<file path="src/design/jsu_pkg.sv">
`timescale 1ns / 1ps

package jsu_pkg;

  // width of the running decoded byte count
  localparam int LENGTH_BITS = 16;
  localparam logic [LENGTH_BITS-1:0] COUNT_MAX = {LENGTH_BITS{1'b1}};
  localparam logic [15:0] LEN_REPORT_MAX = 16'hFFFF;

  // results one input byte can cause
  localparam int MAX_RESULTS = 3;

  typedef enum logic [2:0] {
    ST_BYTE    = 3'd0,
    ST_DONE    = 3'd1,
    ST_BAD_ESC = 3'd2,
    ST_BAD_HEX = 3'd3,
    ST_UNTERM  = 3'd4
  } status_t;

  typedef struct packed {
    logic [7:0] in_byte;
    logic       end_of_input;
  } in_item_t;

  typedef struct packed {
    logic [7:0]  out_byte;
    status_t     status;
    logic        last_of_run;
    logic [15:0] string_len;
  } out_item_t;

  // all results caused by one input byte
  typedef struct packed {
    logic [1:0]                  n;
    out_item_t [MAX_RESULTS-1:0] items;
  } group_t;

  // saturating add of up to three bytes
  function automatic logic [LENGTH_BITS-1:0] count_add(logic [LENGTH_BITS-1:0] cnt,
                                                       logic [1:0] add);
    logic [LENGTH_BITS+1:0] sum;
    sum = {2'b00, cnt} + (LENGTH_BITS+2)'(add);
    if (sum > {2'b00, COUNT_MAX}) begin
      return COUNT_MAX;
    end
    return sum[LENGTH_BITS-1:0];
  endfunction

  // reported length saturates at 16 bits
  function automatic logic [15:0] len_report(logic [LENGTH_BITS-1:0] cnt);
    logic [LENGTH_BITS+15:0] wide;
    wide = (LENGTH_BITS+16)'(cnt);
    if (wide > (LENGTH_BITS+16)'(LEN_REPORT_MAX)) begin
      return LEN_REPORT_MAX;
    end
    return wide[15:0];
  endfunction

endpackage

</file>
<file path="src/design/jsu_in_if.sv">
`timescale 1ns / 1ps

interface jsu_in_if;
  logic       valid;
  logic       ready;
  logic [7:0] in_byte;
  logic       end_of_input;

  modport source (output valid, output in_byte, output end_of_input, input ready);
  modport sink (input valid, input in_byte, input end_of_input, output ready);
endinterface

</file>
<file path="src/design/jsu_out_if.sv">
`timescale 1ns / 1ps

interface jsu_out_if;
  logic        valid;
  logic        ready;
  logic [7:0]  out_byte;
  logic [2:0]  status;
  logic        last_of_run;
  logic [15:0] string_len;

  modport source (output valid, output out_byte, output status, output last_of_run,
                  output string_len, input ready);
  modport sink (input valid, input out_byte, input status, input last_of_run,
                input string_len, output ready);
endinterface

</file>
<file path="src/design/jsu_in_stage.sv">
`timescale 1ns / 1ps

module jsu_in_stage (
  input  logic              clk,
  input  logic              rst,
  input  logic              req_valid,
  output logic              req_ready,
  input  jsu_pkg::in_item_t req_item,
  input  logic              take,
  output logic              hold_valid,
  output jsu_pkg::in_item_t hold_item
);
  import jsu_pkg::*;

  assign req_ready = !hold_valid || take;

  always_ff @(posedge clk) begin
    if (rst) begin
      hold_valid <= 1'b0;
    end else if (req_ready) begin
      hold_valid <= req_valid;
    end
  end

  always_ff @(posedge clk) begin
    if (req_ready && req_valid) begin
      hold_item <= req_item;
    end
  end
endmodule

</file>
<file path="src/design/jsu_decode.sv">
`timescale 1ns / 1ps

module jsu_decode (
  input  logic              clk,
  input  logic              rst,
  input  logic              fire,
  input  jsu_pkg::in_item_t item,
  output jsu_pkg::group_t   grp
);
  import jsu_pkg::*;

  typedef enum logic [5:0] {
    PH_TEXT = 6'b000001,
    PH_ESC  = 6'b000010,
    PH_HEX1 = 6'b000100,
    PH_HEX2 = 6'b001000,
    PH_HEX3 = 6'b010000,
    PH_HEX4 = 6'b100000
  } phase_t;

  phase_t                 phase, phase_next;
  logic [15:0]            code_point, code_point_next;
  logic [LENGTH_BITS-1:0] byte_count, byte_count_next;

  logic [7:0]  c;
  logic [1:0]  add;
  logic        clear;
  logic [3:0]  digit;
  logic        digit_ok;
  logic [7:0]  esc_byte;
  logic        esc_ok;
  logic [15:0] cp;

  assign c = item.in_byte;

  always_comb begin
    digit_ok = 1'b1;
    digit    = 4'd0;
    priority if (c >= "0" && c <= "9") begin
      digit = 4'(c - "0");
    end else if (c >= "a" && c <= "f") begin
      digit = 4'(c - "a" + 8'd10);
    end else if (c >= "A" && c <= "F") begin
      digit = 4'(c - "A" + 8'd10);
    end else begin
      digit_ok = 1'b0;
    end
  end

  always_comb begin
    esc_ok = 1'b1;
    unique case (c)
      8'h22:   esc_byte = 8'h22;
      8'h5C:   esc_byte = 8'h5C;
      8'h2F:   esc_byte = 8'h2F;
      "b":     esc_byte = 8'h08;
      "f":     esc_byte = 8'h0C;
      "n":     esc_byte = 8'h0A;
      "r":     esc_byte = 8'h0D;
      "t":     esc_byte = 8'h09;
      default: begin
        esc_byte = 8'h00;
        esc_ok   = 1'b0;
      end
    endcase
  end

  assign cp = {code_point[11:0], digit};

  always_comb begin
    phase_next      = phase;
    code_point_next = code_point;
    add             = 2'd0;
    clear           = 1'b0;
    grp             = '0;
    for (int i = 0; i < MAX_RESULTS; i++) begin
      grp.items[i].status = ST_BYTE;
    end

    if (item.end_of_input || c == 8'h00) begin
      grp.n               = 2'd1;
      grp.items[0].status = ST_UNTERM;
      clear               = 1'b1;
    end else begin
      unique case (phase)
        PH_ESC: begin
          if (c == "u") begin
            phase_next      = PH_HEX1;
            code_point_next = 16'h0000;
          end else if (esc_ok) begin
            grp.n                 = 2'd1;
            grp.items[0].out_byte = esc_byte;
            add                   = 2'd1;
            phase_next            = PH_TEXT;
          end else begin
            grp.n               = 2'd1;
            grp.items[0].status = ST_BAD_ESC;
            clear               = 1'b1;
          end
        end
        PH_HEX1, PH_HEX2, PH_HEX3, PH_HEX4: begin
          if (!digit_ok) begin
            grp.n               = 2'd1;
            grp.items[0].status = ST_BAD_HEX;
            clear               = 1'b1;
          end else if (phase == PH_HEX4) begin
            phase_next      = PH_TEXT;
            code_point_next = 16'h0000;
            priority if (cp <= 16'h007F) begin
              grp.n                 = 2'd1;
              grp.items[0].out_byte = cp[7:0];
            end else if (cp <= 16'h07FF) begin
              grp.n                 = 2'd2;
              grp.items[0].out_byte = 8'hC0 | {3'b000, cp[10:6]};
              grp.items[1].out_byte = 8'h80 | {2'b00, cp[5:0]};
            end else begin
              grp.n                 = 2'd3;
              grp.items[0].out_byte = 8'hE0 | {4'h0, cp[15:12]};
              grp.items[1].out_byte = 8'h80 | {2'b00, cp[11:6]};
              grp.items[2].out_byte = 8'h80 | {2'b00, cp[5:0]};
            end
            add = grp.n;
          end else begin
            code_point_next = cp;
            phase_next      = phase_t'({phase[4:0], 1'b0});
          end
        end
        default: begin
          phase_next = PH_TEXT;
          if (c == 8'h5C) begin
            phase_next = PH_ESC;
          end else if (c == 8'h22) begin
            grp.n                   = 2'd1;
            grp.items[0].status     = ST_DONE;
            grp.items[0].string_len = len_report(byte_count);
            clear                   = 1'b1;
          end else begin
            grp.n                 = 2'd1;
            grp.items[0].out_byte = c;
            add                   = 2'd1;
          end
        end
      endcase
    end

    for (int i = 0; i < MAX_RESULTS; i++) begin
      if (grp.n == 2'(i + 1)) begin
        grp.items[i].last_of_run = 1'b1;
      end
    end

    byte_count_next = count_add(byte_count, add);
    if (clear) begin
      phase_next      = PH_TEXT;
      code_point_next = 16'h0000;
      byte_count_next = '0;
    end
  end

  always_ff @(posedge clk) begin
    if (rst) begin
      phase      <= PH_TEXT;
      code_point <= 16'h0000;
      byte_count <= '0;
    end else if (fire) begin
      phase      <= phase_next;
      code_point <= code_point_next;
      byte_count <= byte_count_next;
    end
  end
endmodule

</file>
<file path="src/design/jsu_out_buf.sv">
`timescale 1ns / 1ps

module jsu_out_buf (
  input  logic               clk,
  input  logic               rst,
  input  logic               load,
  input  jsu_pkg::group_t    grp,
  output logic               can_load,
  output logic               res_valid,
  input  logic               res_ready,
  output jsu_pkg::out_item_t res_item
);
  import jsu_pkg::*;

  out_item_t [MAX_RESULTS-1:0] entries;
  logic [1:0]                  rem;
  logic                        take;

  assign res_valid = (rem != 2'd0);
  assign res_item  = entries[0];
  assign take      = res_valid && res_ready;
  assign can_load  = (rem == 2'd0) || (rem == 2'd1 && res_ready);

  always_ff @(posedge clk) begin
    if (rst) begin
      rem <= 2'd0;
    end else if (load) begin
      rem <= grp.n;
    end else if (take) begin
      rem <= rem - 2'd1;
    end
  end

  always_ff @(posedge clk) begin
    if (load) begin
      entries <= grp.items;
    end else if (take) begin
      for (int i = 0; i < MAX_RESULTS - 1; i++) begin
        entries[i] <= entries[i+1];
      end
    end
  end
endmodule

</file>
<file path="src/design/json_string_unescape_utf8.sv">
`timescale 1ns / 1ps

// json string body unescaper with utf-8 output. feed the bytes that follow
// the opening quote, one request per byte; plain bytes come out unchanged,
// the two-character escapes become one byte and \uXXXX becomes one to three
// utf-8 bytes (surrogate halves are encoded separately, never paired). a
// closing quote yields one "done" result carrying the decoded length, which
// saturates at 65535; a bad escape letter, a bad hex digit, a zero byte or
// end_of_input yield one error result, bytes already sent stand and the
// block is back in plain text. last_of_run marks the final result of each
// input byte; a backslash and the \u hex digits before the last give none.
// throughput is one input byte per cycle while results are taken; a byte
// producing two or three utf-8 bytes holds the input until the single-entry
// result group, draining one result per cycle while results are taken, can
// load; bytes pass the input register, then the result group register.
module json_string_unescape_utf8 (
  input logic      clk,
  input logic      rst,
  jsu_in_if.sink   in_ch,
  jsu_out_if.source out_ch
);
  import jsu_pkg::*;

  in_item_t  req_item;
  in_item_t  hold_item;
  logic      hold_valid;
  logic      can_load;
  logic      fire;
  group_t    grp;
  out_item_t res_item;

  assign req_item.in_byte      = in_ch.in_byte;
  assign req_item.end_of_input = in_ch.end_of_input;

  // input register: frees itself whenever its byte is decoded
  jsu_in_stage u_in (
    .clk       (clk),
    .rst       (rst),
    .req_valid (in_ch.valid),
    .req_ready (in_ch.ready),
    .req_item  (req_item),
    .take      (fire),
    .hold_valid(hold_valid),
    .hold_item (hold_item)
  );

  // decode happens when the result group is empty or emptying this cycle
  assign fire = hold_valid && can_load;

  // phase, hex accumulator and length counter, plus the result group logic
  jsu_decode u_dec (
    .clk (clk),
    .rst (rst),
    .fire(fire),
    .item(hold_item),
    .grp (grp)
  );

  // result group register, shifts out one result per accepted output request
  jsu_out_buf u_out (
    .clk      (clk),
    .rst      (rst),
    .load     (fire),
    .grp      (grp),
    .can_load (can_load),
    .res_valid(out_ch.valid),
    .res_ready(out_ch.ready),
    .res_item (res_item)
  );

  assign out_ch.out_byte    = res_item.out_byte;
  assign out_ch.status      = res_item.status;
  assign out_ch.last_of_run = res_item.last_of_run;
  assign out_ch.string_len  = res_item.string_len;

`ifndef ASSERT_OFF
  // any non-byte result is the only one for its input byte
  a_err_is_last: assert property (@(posedge clk) disable iff (rst)
    out_ch.valid && out_ch.status != ST_BYTE |-> out_ch.last_of_run)
    else $error("non-byte result not marked last");

  // only a done result carries a length
  a_len_only_done: assert property (@(posedge clk) disable iff (rst)
    out_ch.valid && out_ch.status != ST_DONE |-> out_ch.string_len == 16'h0000)
    else $error("length on a result other than done");

  // a decoded byte with results presents one on the next cycle
  a_load_shows: assert property (@(posedge clk) disable iff (rst)
    fire && grp.n != 2'd0 |=> out_ch.valid)
    else $error("result group loaded but not shown");
`endif
endmodule

</file>
<file path="src/flat_wrapper.sv">
// flat-port wrapper written by rule: the top's interface ports become plain ports
module json_string_unescape_utf8_flat import jsu_pkg::*;
  (clk, rst, in_ch_valid, in_ch_in_byte, in_ch_end_of_input, in_ch_ready, out_ch_valid, out_ch_out_byte, out_ch_status, out_ch_last_of_run, out_ch_string_len, out_ch_ready);
  jsu_in_if in_ch_i ();
  jsu_out_if out_ch_i ();
  input logic clk;
  input logic rst;
  input wire logic [$bits(in_ch_i.valid)-1:0] in_ch_valid;
  input wire logic [$bits(in_ch_i.in_byte)-1:0] in_ch_in_byte;
  input wire logic [$bits(in_ch_i.end_of_input)-1:0] in_ch_end_of_input;
  output wire logic [$bits(in_ch_i.ready)-1:0] in_ch_ready;
  output wire logic [$bits(out_ch_i.valid)-1:0] out_ch_valid;
  output wire logic [$bits(out_ch_i.out_byte)-1:0] out_ch_out_byte;
  output wire logic [$bits(out_ch_i.status)-1:0] out_ch_status;
  output wire logic [$bits(out_ch_i.last_of_run)-1:0] out_ch_last_of_run;
  output wire logic [$bits(out_ch_i.string_len)-1:0] out_ch_string_len;
  input wire logic [$bits(out_ch_i.ready)-1:0] out_ch_ready;
  assign in_ch_i.valid = in_ch_valid;
  assign in_ch_i.in_byte = in_ch_in_byte;
  assign in_ch_i.end_of_input = in_ch_end_of_input;
  assign in_ch_ready = in_ch_i.ready;
  assign out_ch_valid = out_ch_i.valid;
  assign out_ch_out_byte = out_ch_i.out_byte;
  assign out_ch_status = out_ch_i.status;
  assign out_ch_last_of_run = out_ch_i.last_of_run;
  assign out_ch_string_len = out_ch_i.string_len;
  assign out_ch_i.ready = out_ch_ready;
  json_string_unescape_utf8 u_core (.clk(clk), .rst(rst), .in_ch(in_ch_i), .out_ch(out_ch_i));
endmodule
</file>
<file path="config.mk">
export PLATFORM = sky130hd
export DESIGN_NAME = json_string_unescape_utf8_flat
export DESIGN_NICKNAME = d
export VERILOG_FILES = /design/src/design/jsu_pkg.sv /design/src/design/jsu_in_if.sv /design/src/design/jsu_out_if.sv /design/src/design/jsu_in_stage.sv /design/src/design/jsu_decode.sv /design/src/design/jsu_out_buf.sv /design/src/design/json_string_unescape_utf8.sv /design/src/flat_wrapper.sv
export SDC_FILE = /design/constraint.sdc
export NUM_CORES = 1
export LEC_CHECK = 0
export BUFFER_PORTS_ARGS = -buffer_cell sky130_fd_sc_hd__buf_2
export CORE_AREA = 2 2 139 141
export DETAILED_ROUTE_END_ITERATION = 7
export DIE_AREA = 0 0 141 143
export HOLD_SLACK_MARGIN = 0.03
export SYNTH_ARGS = -nofsm -noshare
export SYNTH_HDL_FRONTEND = slang
export SYNTH_HIERARCHICAL = 1
export SYNTH_SLANG_ARGS = --single-unit
export TNS_END_PERCENT = 20
</file>
<file path="constraint.sdc">
create_clock -name clk -period 5.01 [get_ports clk]
set_input_delay 0.501 -clock clk [delete_from_list [all_inputs] [get_ports clk]]
set_output_delay 0.501 -clock clk [all_outputs]
set_load 0.005 [all_outputs]
</file>
Word level (Yosys, flattened, before mapping). Cells that the tools add are included.

Magnitude comparators: 9. Shift-type cells: 0. Reductions and logical operators: 23. Mux-type cells: 82. Divide/modulo/power cells: 0. $add $sub $neg: 7. Equality and inequality tests: 22. Multiply operators: 0. Bitwise operators: 3.

Operator list (number): two-way mux 16 bit (7); two-way mux 56 bit (2); two-way mux 8 bit (13); two-way mux 12 bit (5); equality test 8 x 7 -> 1 bit, second input constant (7); case mux 7 bit (8 select lines) (1); two-way mux 6 bit (8); case mux 12 bit (2 select lines) (1); two-way mux 1 bit (22); two-way mux 11 bit (2); two-way mux 2 bit (11); case mux 11 bit (2 select lines) (1); adder 16 x 2 -> 17 bit (1); greater-than comparator 17 x 16 -> 1 bit, second input constant (1); equality test 8 x 6 -> 1 bit, second input constant (2); greater-or-equal comparator 8 x 7 -> 1 bit, second input constant (2); <= comparator 16 x 11 -> 1 bit, second input constant (1); <= comparator 16 x 7 -> 1 bit, second input constant (1); <= comparator 8 x 7 -> 1 bit, second input constant (2); two-way mux 4 bit (3); case mux 6 bit (2 select lines) (1); subtractor 4 x 1 -> 4 bit, second input constant (3); two-way mux 10 bit (1); OR reduction 5 bit (2); 30 further kinds (46).

Output and inout bits: 30. ROM bits: 0. Input port bits: 13. Bits in writable memories: 0. Word-level logic and storage cells: 162. Flip-flop bits (word level): 92. Memories kept: 0. Latch bits: 0.

Depth between registers and ports, before layout. Gate-level depths: netlist of run 1.

Word-level depth: 17. Depth in mapped cells: 16.

Hierarchy. The synthesis of run 1 kept the hierarchy.

By module, submodules not included: jsu_out_buf (cells an instance 194, sequential area each 2562.5 um2, area each 3592.2 um2, instances 1); jsu_decode (cells an instance 433, sequential area each 680.7 um2, area each 3244.4 um2, instances 1); jsu_in_stage (cells an instance 14, sequential area each 290.3 um2, area each 325.3 um2, instances 1); json_string_unescape_utf8 (cells an instance 1, sequential area each 0.0 um2, area each 6.3 um2, instances 1).

Least setup slack after synthesis of run 1. No wires, ideal clock.

Path kind: flip-flop to flip-flop. Start: reg u_core.u_out.rem[0]. End: reg u_core/u_out/entries[28] (netlist name). Stages on the path, launching flop included: 10. Setup slack: 1422 ps. Period minus slack after synthesis: 3588 ps. Arrival: 3171 ps. Data required time: 4593 ps. Buffers on the path: 3. Cells stage by stage: dfxtp_1 inv_1 ha_1 inv_1 nand2_1 and2_1 buf_6 buf_6 buf_6 or2_1.

RTL lines: start, declared (line jsu_out_buf.sv:16) `logic [1:0] rem;`; start signal, assigned (line jsu_out_buf.sv:28) `rem <= grp.n;`; start signal, assigned (line jsu_out_buf.sv:30) `rem <= rem - 2'd1;`.

Final worst setup path of run 1.
Start: reg u_core/u_in/hold_item[1] (netlist name). End: reg u_core.u_dec.byte_count[7].

Longest elaborated chain between the ends: 17. Elaborated cells on any way between the ends: 57. Those cells by class: add/sub: 6; order compare: 9; eq/ne: 9; mux: 27; reduce/logical: 6.

Ends and longest elaborated chain: subtractor 4 x 1 -> 4 bit, or another cell as far along (line jsu_decode.sv:42, jsu_decode.sv:44); adder 4 bit or logical AND 1 bit (tied branches) (line jsu_decode.sv:42, jsu_decode.sv:44, jsu_decode.sv:43); two-way mux 4 bit (line jsu_decode.sv:43) `end else if (c >= "A" && c <= "F") begin`; two-way mux 4 bit (line jsu_decode.sv:41) `end else if (c >= "a" && c <= "f") begin`; two-way mux 4 bit (line jsu_decode.sv:39) `priority if (c >= "0" && c <= "9") begin`; <= comparator 16 x 11 -> 1 bit (line jsu_decode.sv:112) `end else if (cp <= 16'h07FF) begin`; two-way mux 1 bit (line jsu_decode.sv:112); two-way mux 2 bit (line jsu_decode.sv:109) `priority if (cp <= 16'h007F) begin`; two-way mux 2 bit (line jsu_decode.sv:106) `end else if (phase == PH_HEX4) begin`; two-way mux 2 bit (line jsu_decode.sv:102) `if (!digit_ok) begin`; case mux 2 bit (2 select lines) (line jsu_decode.sv:85) `unique case (phase)`; two-way mux 2 bit (line jsu_decode.sv:80) `if (item.end_of_input || c == 8'h00) begin`; adder 16 x 2 -> 17 bit (line jsu_pkg.sv:43) `sum = {2'b00, cnt} + (LENGTH_BITS+2)'(add);`; greater-than comparator 17 x 16 -> 1 bit (line jsu_pkg.sv:44) `if (sum > {2'b00, COUNT_MAX}) begin`; two-way mux 1 bit (line jsu_pkg.sv:44); two-way mux 16 bit (line jsu_pkg.sv:47) `return sum[LENGTH_BITS-1:0];`; two-way mux 16 bit (*) (line jsu_decode.sv:153) `if (clear) begin`; end signal, assigned (line jsu_decode.sv:168) `byte_count <= byte_count_next;`; end, declared (line jsu_decode.sv:23) `logic [LENGTH_BITS-1:0] byte_count, byte_count_next;`.

Every way passes the cells marked *; elsewhere a longest branch is shown, timed or not. A chain may end at the register's enable or synchronous reset.

==> results of run 1 <==
==> worst max-delay path: stages (launching register included) <==
cell,delay (ps)
edfxtp_1,510
inv_1,150
ha_1,290
mux2i_1,190
o2bb2ai_1,170
a2111oi_4,580
a21oi_1,140
a21oi_1,150
a21oi_1,100
ha_1,240
fa_1,440
nand3_1,200
or3_1,350
and2_1,240
a41oi_1,140
nor3b_1,170
==> registers in the layout, indices dropped and copies added (netlist names) <==
| name | flops |
|---|---|
| u_core/u_dec/byte_count | 16 |
| u_core/u_dec/code_point | 12 |
| u_core/u_dec/phase | 6 |
| u_core/u_in/hold_item | 9 |
| u_core/u_in/hold_valid | 1 |
| u_core/u_out/entries | 56 |
| u_core/u_out/rem | 2 |
| u_core/u_out/res_item | 28 |
==> Yosys cell counts, types with 3 or more instances <==
cell	instances
edfxtp_1	93
buf_4	69
nand2_1	51
mux2_2	50
nor2_1	41
dfxtp_1	37
a21oi_1	29
and2_1	23
o21ai_0	21
nand3_1	17
inv_1	14
nor3_1	12
o21ai_1	12
clkbuf_1	10
nor2b_1	10
a22o_1	9
buf_2	9
ha_1	8
mux2_4	8
and3_1	6
buf_6	6
nor4_1	6
a221oi_1	5
nand4_1	5
a21oi_2	4
a31oi_1	4
mux2i_1	4
o22ai_1	4
a2111oi_4	3
a21o_1	3
nand2b_1	3
nor4_2	3
or3_1	3
==> final cells by class <==
| cell class | count | area, um^2 | share of cell area (%) |
|---|---|---|---|
| clock buffer | 22 | 444 | 5.77 |
| clock inverter | 8 | 88.8 | 1.15 |
| inverter | 16 | 61.3 | 0.796 |
| multi-input combinational | 440 | 3050 | 39.6 |
| sequential | 130 | 3530 | 45.9 |
| tap | 234 | 293 | 3.80 |
| timing repair buffer | 45 | 233 | 3.02 |
==> power by group <==
| group | switching [mW] | internal, mW |
|---|---|---|
| Sequential | 0.0446 | 1.33 |
| Combinational | 0.215 | 0.167 |
| Clock | 0.422 | 0.718 |
==> how the worst min path moves through the flow <==
stage / start / to / slack [ps] / cells after the start
4_1_cts: in_ch_in_byte[4] / u_core/u_in/hold_item[5] / 240 / 1
3_3_place_gp: u_core/u_dec/code_point[7] / u_core/u_dec/code_point[11] / 480 / 2
6_report: in_ch_in_byte[4] / u_core/u_in/hold_item[5] / 260 / 1
3_5_place_dp: u_core/u_in/hold_valid / u_core/u_in/hold_valid / 500 / 2
5_1_grt: in_ch_in_byte[2] / u_core/u_in/hold_item[3] / 240 / 1
2_1_floorplan: u_core/u_dec/byte_count[0] / u_core/u_dec/byte_count[0] / 450 / 2
==> logic make-up (layout without fill, tap and decap cells) <==
group	Yosys count	after routing
AND/OR/NAND/NOR	208	208
flip-flops	130	130
AO/OA/AOI/OAI	119	119
buffers and inverters	111	91
multiplexers	62	62
adder cells (fa/ha/maj)	9	9
XOR/XNOR	2	2
other	1	40
==> per-layer routing <==
layer  routed length, um  GRT usage [%]  vias up
met5                   0              0        -
met4                 235           5.74        0
met3                 618           3.59       18
met2                7280           25.3      124
met1                6410           18.2     2271
li1                    -              -     2270
==> through the flow <==
stage	utilization [%]	hold slack [ps]	cell area, um^2
after global placement	38.6	481	7170
final	41.5	263	7700
after global routing	41.5	245	7700
after CTS	41.5	243	7700
after detailed placement	38.6	499	7170
after floorplan	-	445	7310
==> results.cfg, run 1 <==
[floorplanning]
coreArea_mm2 = 0.0186
die_x_um = 141
start_util_pct = 38.6
ioPinCount = 43
fp.dieH_um = 143
die_area_mm2 = 0.0202
rows = 50

[placed_design]
gp_congestion = 0.934
post-place-cells = 865
port_buffers = 42
pre_cts_ws_ps = 909
hpwl_um = 10200

[detailed_routing]
ant_nets = 0
wl_um = 14600
vias = 4683
wire_per_inst_um = 16.3
drt-initial-drc-count = 445
drt_pass1_iterations = 5
drc_errors = 0
viasPerCell = 5.23

[global_routing]
grt_overflow = 0
first_global_vias = 4555
grt_max_degree = 70
antenna_found_initial = 0
grt_usage_pct = 14.8
grt_pass1_wl_um = 23300

[clocking]
cts.repair.resized = 0
cts_tree = done
cts_buffers = 17
postCtsSetupRepairBufs = 0
cts_sinks = 130
postCtsHoldBufs = 0
clk_pin_slew_ps = 50
root_buffer = clkbuf_16
htreeDepth = 4
ctsLongestPathBuffers = 2
clock_latency_ps = 410

[yosys]
synthAdderAreaFrac_pct = 1.68
synth-xor-area-share_pct = 0.244
synth_top_family_by_area = simple AND/OR/NAND/NOR gates
yosysTopAreaCell = edfxtp_1
yosysUniqueCellTypes = 81
synthTopCellsByArea = edfxtp_1 39%, dfxtp_1 10%, mux2_2 7.9%
synthArstFlopShare_pct = 0
ys.flop_type = edfxtp_1
syn_area_mm2 = 0.00717
synth.avg_cell_area_um2 = 11.2
synth-simple-area-share_pct = 16.2
synth_edf_count = 93
yosys_warnings = 6
synth_compound_area_share_pct = 12.2
synth_cells = 642
synth_top_area_share_pct = 39.0
synth_seq_cells = 130
ys_seq_area_share_pct = 49.3
synth_mux_area_share_pct = 10.1

[pwr]
power_mw = 2.90
power.leakage_nw = 2.79
max-vdd-ir-drop_mv = 0.243
p_per_area_mw_per_mm2 = 377

[worst_setup_path]
worst-path-max-fanout = 9
reg2reg_to = u_core/u_dec/byte_count[7]
cp.arrival_ps = 4470
end_kind = flop
r2r_slack_ps = 810
timing.rr.start = u_core/u_in/hold_item[1]
ff2ff_path_depth = 15
endpoint = u_core/u_dec/byte_count[7]
cp.required_ps = 5280
cp-start-kind = flop
critPathKind = reg2reg
crit_start = u_core/u_in/hold_item[1]

[sta]
finalSetupViolCount = 0
tightest_slew_ps = 1080
fin_crit_sh_pct = 83.9
finalHoldViolations = 0
final.setup.tns_ps = 0
finalClockSkew_ps = 3.62
slew_headroom_pct = 28.2
max_freq_mhz = 238
slew_viol_final = 0
rsz0062_at_grt = no
setup_ws_ps = 806
min_period_ps = 4200

[status]
status = finished, final reports clean

[hold_path]
hold_path_class = in2reg

[job]
maxCapViolCount = 0

[cells_and_area]
syn2layout_area_growth_pct = 7.47
fin_nets = 672
final_cell_mix = 93 x edfxtp_1, 51 x nand2_1, 50 x mux2_2, 42 x buf_2, 41 x nor2_1
instances_no_fill = 895
nFillCells = 1774
layout-drive-gt1-share_pct = 23.6
n_antenna_cell = 0
layout_commonest_cell = edfxtp_1
(Power assumes the default switching activity.)
==> run 2, diff against run 1 <==
ABC_AREA = 1   (was default)
CORE_AREA = 2 2 140 142   (was 2 2 139 141)
DIE_AREA = 0 0 142 144   (was 0 0 141 143)
clock period = 3.9 ns   (was 5.01 ns; I/O delays follow)
==> run 2 against run 1 <==
Non-clock buffer count is 10 higher. Die area is 1.4% higher. Critical endpoint is now u_core/u_dec/byte_count[4]. Via count is 16% higher. Final cell count is 28% higher. Hold slack worse by 120 ps. Critical path depth is 8 higher.
==> results.cfg, run 2 <==
[detailed_routing]
wire_per_inst_um = 13.8
viasPerCell = 4.71
wl_um = 15900
drc_errors = 0
ant_nets = 0
drt-initial-drc-count = 401
vias = 5416
drt_pass1_iterations = 6

[sta]
tightest_slew_ps = 1030
setup_ws_ps = 380
slew_viol_final = 0
slew_headroom_pct = 31.1
min_period_ps = 3520
finalClockSkew_ps = 9.78
fin_hold_ws_ps = 148
rsz0062_at_grt = no
finalSetupViolCount = 0
max_freq_mhz = 284
finalHoldViolations = 0
final.setup.tns_ps = 0
fin_crit_sh_pct = 90.3

[yosys]
synth.avg_cell_area_um2 = 8.24
synth_most_common_cell = nand2_1
synth_top_area_share_pct = 38.3
synthTopCellsByArea = edfxtp_1 38%, nand2_1 15%, dfxtp_1 10%
ys.flop_type = edfxtp_1
synth_edf_count = 93
ys_seq_area_share_pct = 48.5
synth_seq_cells = 130
yosys_warnings = 6
yosysTopAreaCell = edfxtp_1
synth_cells = 885
synthArstFlopShare_pct = 0
yosysUniqueCellTypes = 45
synth_commonest_cells = 288 x nand2_1, 93 x edfxtp_1, 74 x buf_4
syn_area_mm2 = 0.00729

[floorplanning]
ioPinCount = 43
start_util_pct = 38.2
die_x_um = 142
coreArea_mm2 = 0.0191
fp.dieH_um = 144
rows = 51
die_area_mm2 = 0.0204

[worst_setup_path]
crit_buf_inv = 4
path_cells = inv_1 > ha_1 > o21ai_1 > nand2_1 > nand2_2 > nand2_2 > nand2_1 > inv_2 > nand2_1 > inv_1 > nor2_1 > a21oi_1 > ha_1 > fa_1 > nand3_1 > nor2_2 > nand2_1 > nor2_2 > nand4_1 > buf_4 > o21ai_0 > nand2_2 > a21oi_2
worst-path-max-fanout = 9
cp_num_cells = 23
cp-start-kind = flop
r2r_slack_ps = 380
critPathKind = reg2reg
crit_top_cell = nand2_1
ff2ff_path_depth = 23
reg2reg_to = u_core/u_dec/byte_count[4]
cp_top_family = simple AND/OR/NAND/NOR gates
end_kind = flop
timing.rr.start = u_core/u_in/hold_item[2]
crit_slowest_cell = edfxtp_1
cp.required_ps = 4250
cp.arrival_ps = 3870
slowest_delay_ps = 460

[job]
maxCapViolCount = 0

[clocking]
cts_sinks = 130
ctsLongestPathBuffers = 2
htreeDepth = 4
cts_tree = done
cts_buffers = 17
root_buffer = clkbuf_16
clock_latency_ps = 420
clk_pin_slew_ps = 60

[cells_and_area]
multi_input_area_mm2 = 0.00292
post-route-cell-area_mm2 = 0.00797
final_cell_mix = 287 x nand2_1, 93 x edfxtp_1, 67 x inv_1, 62 x nor2_1, 56 x nand3_1
finish.utilization_pct = 41.8
fin_nets = 920
layout_commonest_cell = nand2_1
instances_no_fill = 1149
syn2layout_area_growth_pct = 9.28
seq_area_mm2 = 0.00353
largest_reg_flops = 56
layout-drive-gt1-share_pct = 15.6
n_antenna_cell = 0
top_register = u_core/u_out/entries
nFillCells = 1851

[pwr]
max-vdd-ir-drop_mv = 0.298
power_mw = 4.46
p_per_area_mw_per_mm2 = 560
power.leakage_nw = 3.36

[global_routing]
grt_max_degree = 99
grt_pass1_wl_um = 26000
grt_overflow = 0
antenna_found_initial = 0
grt_usage_pct = 16.5
first_global_vias = 5085

[placed_design]
dpl_cell_area_mm2 = 0.00731
gp_congestion = 0.916
pre_cts_ws_ps = 264
hpwl_um = 10900
port_buffers = 42
post-place-cells = 1113

[hold_path]
hold_path_class = in2reg
hold_start = in_ch_in_byte[3]
hold_depth = 1
hold_end = u_core/u_in/hold_item[4]

[status]
status = finished, final reports clean
[run 2: cell types whose count changed after synthesis, moves of 10 or more]
cell,previous run,this run
nor2_1,41,67
nor2b_1,10,0
inv_1,14,70
mux2_2,50,0
o21ai_1,12,2
nand2_1,51,288
nand2_2,0,15
nand3_1,17,57
and2_1,23,0
[run 2: final cells by class]
class	count	area share, %
clock inverters	10	1.57
well taps	238	3.74
multi-input cells	615	36.6
clock buffers	22	5.95
inverters	79	3.77
flip-flops and latches	130	44.3
repair buffers	55	4.02
[run 2: worst reg2reg max path, delay by kind of cell, from the launching register on]
kind / cells / cell delay, ps
compound gates: 4 / 470
simple gates: 12 / 1310
fa+ha+maj: 3 / 660
flops: 1 / 460
buf+inv: 4 / 550
[run 2: cell families after synthesis]
group / after synthesis / share of synthesized area (%)
flops: 130 / 48.5
xor+xnor: 9 / 1.08
buf+inv: 179 / 14.0
other cells: 1 / 0.0514
simple gates: 465 / 27.1
compound gates: 92 / 7.65
fa+ha+maj: 9 / 1.65
[run 2: repair_timing]
| action | CTS | global route |
|---|---|---|
| buffers inserted | 0 | 4 |
| gates resized for setup | 0 | 10 |
| setup endpoints to repair | 0 | 15 |
| hold buffers | 0 | 0 |
[run 2: how the worst max path moves through the flow]
| stage | from | end | slack (ps) |
|---|---|---|---|
| 4_1_cts | u_core/u_in/hold_item[1] | u_core/u_dec/byte_count[4] | 250 |
| 6_report | u_core/u_in/hold_item[2] | u_core/u_dec/byte_count[4] | 380 |
| 3_5_place_dp | u_core/u_in/hold_item[1] | u_core/u_dec/byte_count[6] | 260 |
| 2_1_floorplan | u_core/u_out/rem[0] | u_core/u_out/entries[28] | 650 |
| 3_3_place_gp | u_core/u_in/hold_item[1] | u_core/u_dec/byte_count[14] | 400 |
| 5_1_grt | u_core/u_in/hold_item[2] | u_core/u_dec/byte_count[14] | 10 |
[run 2: metal layers]
metal | vias to the layer above | track usage [%] | routed length [um] | part of all wire [%]
met5 | - | 0 | 0 | 0
met4 | 0 | 6.37 | 261 | 1.6
met3 | 19 | 3.94 | 678 | 4.3
met2 | 126 | 27.3 | 7650 | 48
met1 | 2466 | 21.0 | 7260 | 46
li1 | 2805 | - | - | -
[run 2: where the power goes]
group | internal (mW) | switching [mW]
clock network | 0.999 | 0.601
logic | 0.282 | 0.638
registers | 1.84 | 0.0972
total | 3.12 | 1.34
==> run 3, diff against run 2 <==
CORE_AREA = 2 2 159 161   (was 2 2 140 142)
DIE_AREA = 0 0 161 163   (was 0 0 142 144)
==> run 3 against run 2 <==
Largest cell class unchanged. Power shrank 2.0%. Critical endpoint is now u_core/u_dec/byte_count[15]. Critical path type unchanged. First-iteration DRC count shrank 0.75%. Sequential power is essentially flat. Largest power group unchanged. Utilization shrank 9.2 points.
==> results.cfg, run 3 (synthesis results as in run 2) <==
[status]
status = finished, final reports clean

[cells_and_area]
syn2layout_area_growth_pct = 10.2
nFillCells = 2570
fin_nets = 920
n_antenna_cell = 0
layout_commonest_cell = nand2_1
layout-drive-gt1-share_pct = 15.4
final_cell_mix = 287 x nand2_1, 93 x edfxtp_1, 68 x inv_1, 64 x nor2_1, 56 x nand3_1
largest_reg_flops = 56
top_register = u_core/u_out/entries
post-route-cell-area_mm2 = 0.00804

[worst_setup_path]
worst-path-max-fanout = 6
critPathKind = reg2reg
cp-start-kind = flop
slowest_delay_ps = 420
end_kind = flop
cp.arrival_ps = 3830
r2r_slack_ps = 420
cp.required_ps = 4260
path_cells = buf_4 > ha_1 > nand3_1 > nor2_1 > nor2_1 > inv_1 > a21oi_1 > nor2_1 > a21oi_1 > ha_1 > fa_1 > nand3_1 > nor2_2 > nand2_1 > nor2_2 > nand3_2 > nor2_2 > nand3_1 > nand2_1 > nand2_2 > a21oi_2
crit_start = u_core/u_in/hold_item[1]
crit_slowest_cell = edfxtp_1
timing.rr.start = u_core/u_in/hold_item[1]

[placed_design]
port_buffers = 42
dpl_cell_area_mm2 = 0.00743
hpwl_um = 11100
gp_congestion = 0.900

[sta]
finalSetupViolCount = 0
slew_headroom_pct = 37.8
finalHoldViolations = 0
fin_crit_sh_pct = 89.2
slew_viol_final = 0
max_freq_mhz = 288
rsz0062_at_grt = no
tightest_slew_ps = 933
fin_hold_ws_ps = 142
min_period_ps = 3480
finalClockSkew_ps = 10.0
final.setup.tns_ps = 0

[pwr]
power_mw = 4.37
power.leakage_nw = 3.35
p_per_area_mw_per_mm2 = 544
max-vdd-ir-drop_mv = 0.245

[floorplanning]
die_x_um = 161
die_area_mm2 = 0.0262
start_util_pct = 29.5
ioPinCount = 43
rows = 58
coreArea_mm2 = 0.0247
fp.dieH_um = 163

[global_routing]
antenna_found_initial = 0
grt_max_degree = 121
grt_usage_pct = 12.6
grt_overflow = 0
first_global_vias = 5157
grt_pass1_wl_um = 25800

[clocking]
clock_latency_ps = 430
root_buffer = clkbuf_16
htreeDepth = 4
ctsLongestPathBuffers = 2
cts_tree = done
cts_buffers = 17
clk_pin_slew_ps = 60
cts_sinks = 130

[detailed_routing]
wl_um = 15900
vias = 5402
drc_errors = 0
wire_per_inst_um = 12.8
ant_nets = 0
viasPerCell = 4.35
drt-initial-drc-count = 398
drt_pass1_iterations = 8

[hold_path]
hold_path_class = in2reg
hold_start = in_ch_in_byte[7]

[job]
maxCapViolCount = 0
-- run 3: cell count changes in the layout (fill, tap and decap cells not counted), moves of 2 or more --
cell	before	now
clkbuf_1	2	0
nor2_1	62	64
clkbuf_8	3	0
inv_8	0	4
inv_6	3	5
bufinv_16	2	0
-- run 3: critical path: cells and delay by family (launching register included) --
kind | cells | cell delay (ps)
AOI/OAI and AO/OA | 3 | 460
adders and majority gates | 3 | 650
buffers and inverters | 2 | 330
and+or+nand+nor | 13 | 1560
DFF | 1 | 420
-- run 3: final timing paths --
| kind | endpoint | cells past startpoint |
|---|---|---|
| setup reg to reg | u_core/u_dec/byte_count[15] | 21 |
| hold / removal | u_core/u_in/hold_item[8] | 1 |
| hold reg to reg | u_core/u_dec/phase[0] | 2 |
| setup / recovery | u_core/u_dec/byte_count[15] | 21 |
-- run 3: stage by stage --
step	instances	util [%]	worst slack [ps]
6_report	1241	32.6	423
5_1_grt	1241	32.6	12.7
4_1_cts	1237	32.4	248
3_5_place_dp	1205	30.1	259
3_3_place_gp	1205	30.1	393
2_1_floorplan	924	-	651
-- run 3: routing by layer --
| layer | track usage, % | part of all wire (%) | vias up | wire length (um) |
|---|---|---|---|---|
| li1 | - | - | 2799 | - |
| met1 | 14.7 | 44 | 2447 | 7020 |
| met2 | 21.8 | 50 | 131 | 7900 |
| met3 | 2.60 | 3.8 | 25 | 608 |
| met4 | 6.21 | 2.6 | 0 | 413 |
| met5 | 0 | 0 | - | 0 |
-- run 3: repair_timing --
action,in CTS,in global routing
buffers inserted,0,4
resized for setup,0,5
hold buffers,0,0
setup endpoints to repair,0,16
-- run 3: where the power goes --
part           switching, mW  leakage [nW]  internal [mW]
sequential            0.0948          1.19           1.84
combinational          0.632          1.88          0.281
clock                  0.680         0.276          0.844
total                   1.41          3.35           2.96
-- run 3: final cells by class --
| type | instances | area, um^2 | area share, % |
|---|---|---|---|
| timing repair buffer | 55 | 320 | 3.99 |
| sequential | 130 | 3530 | 44.0 |
| inverter | 79 | 300 | 3.74 |
| tap | 330 | 413 | 5.14 |
| clock buffer | 17 | 425 | 5.29 |
| multi-input combinational | 615 | 2900 | 36.1 |
| clock inverter | 15 | 143 | 1.77 |
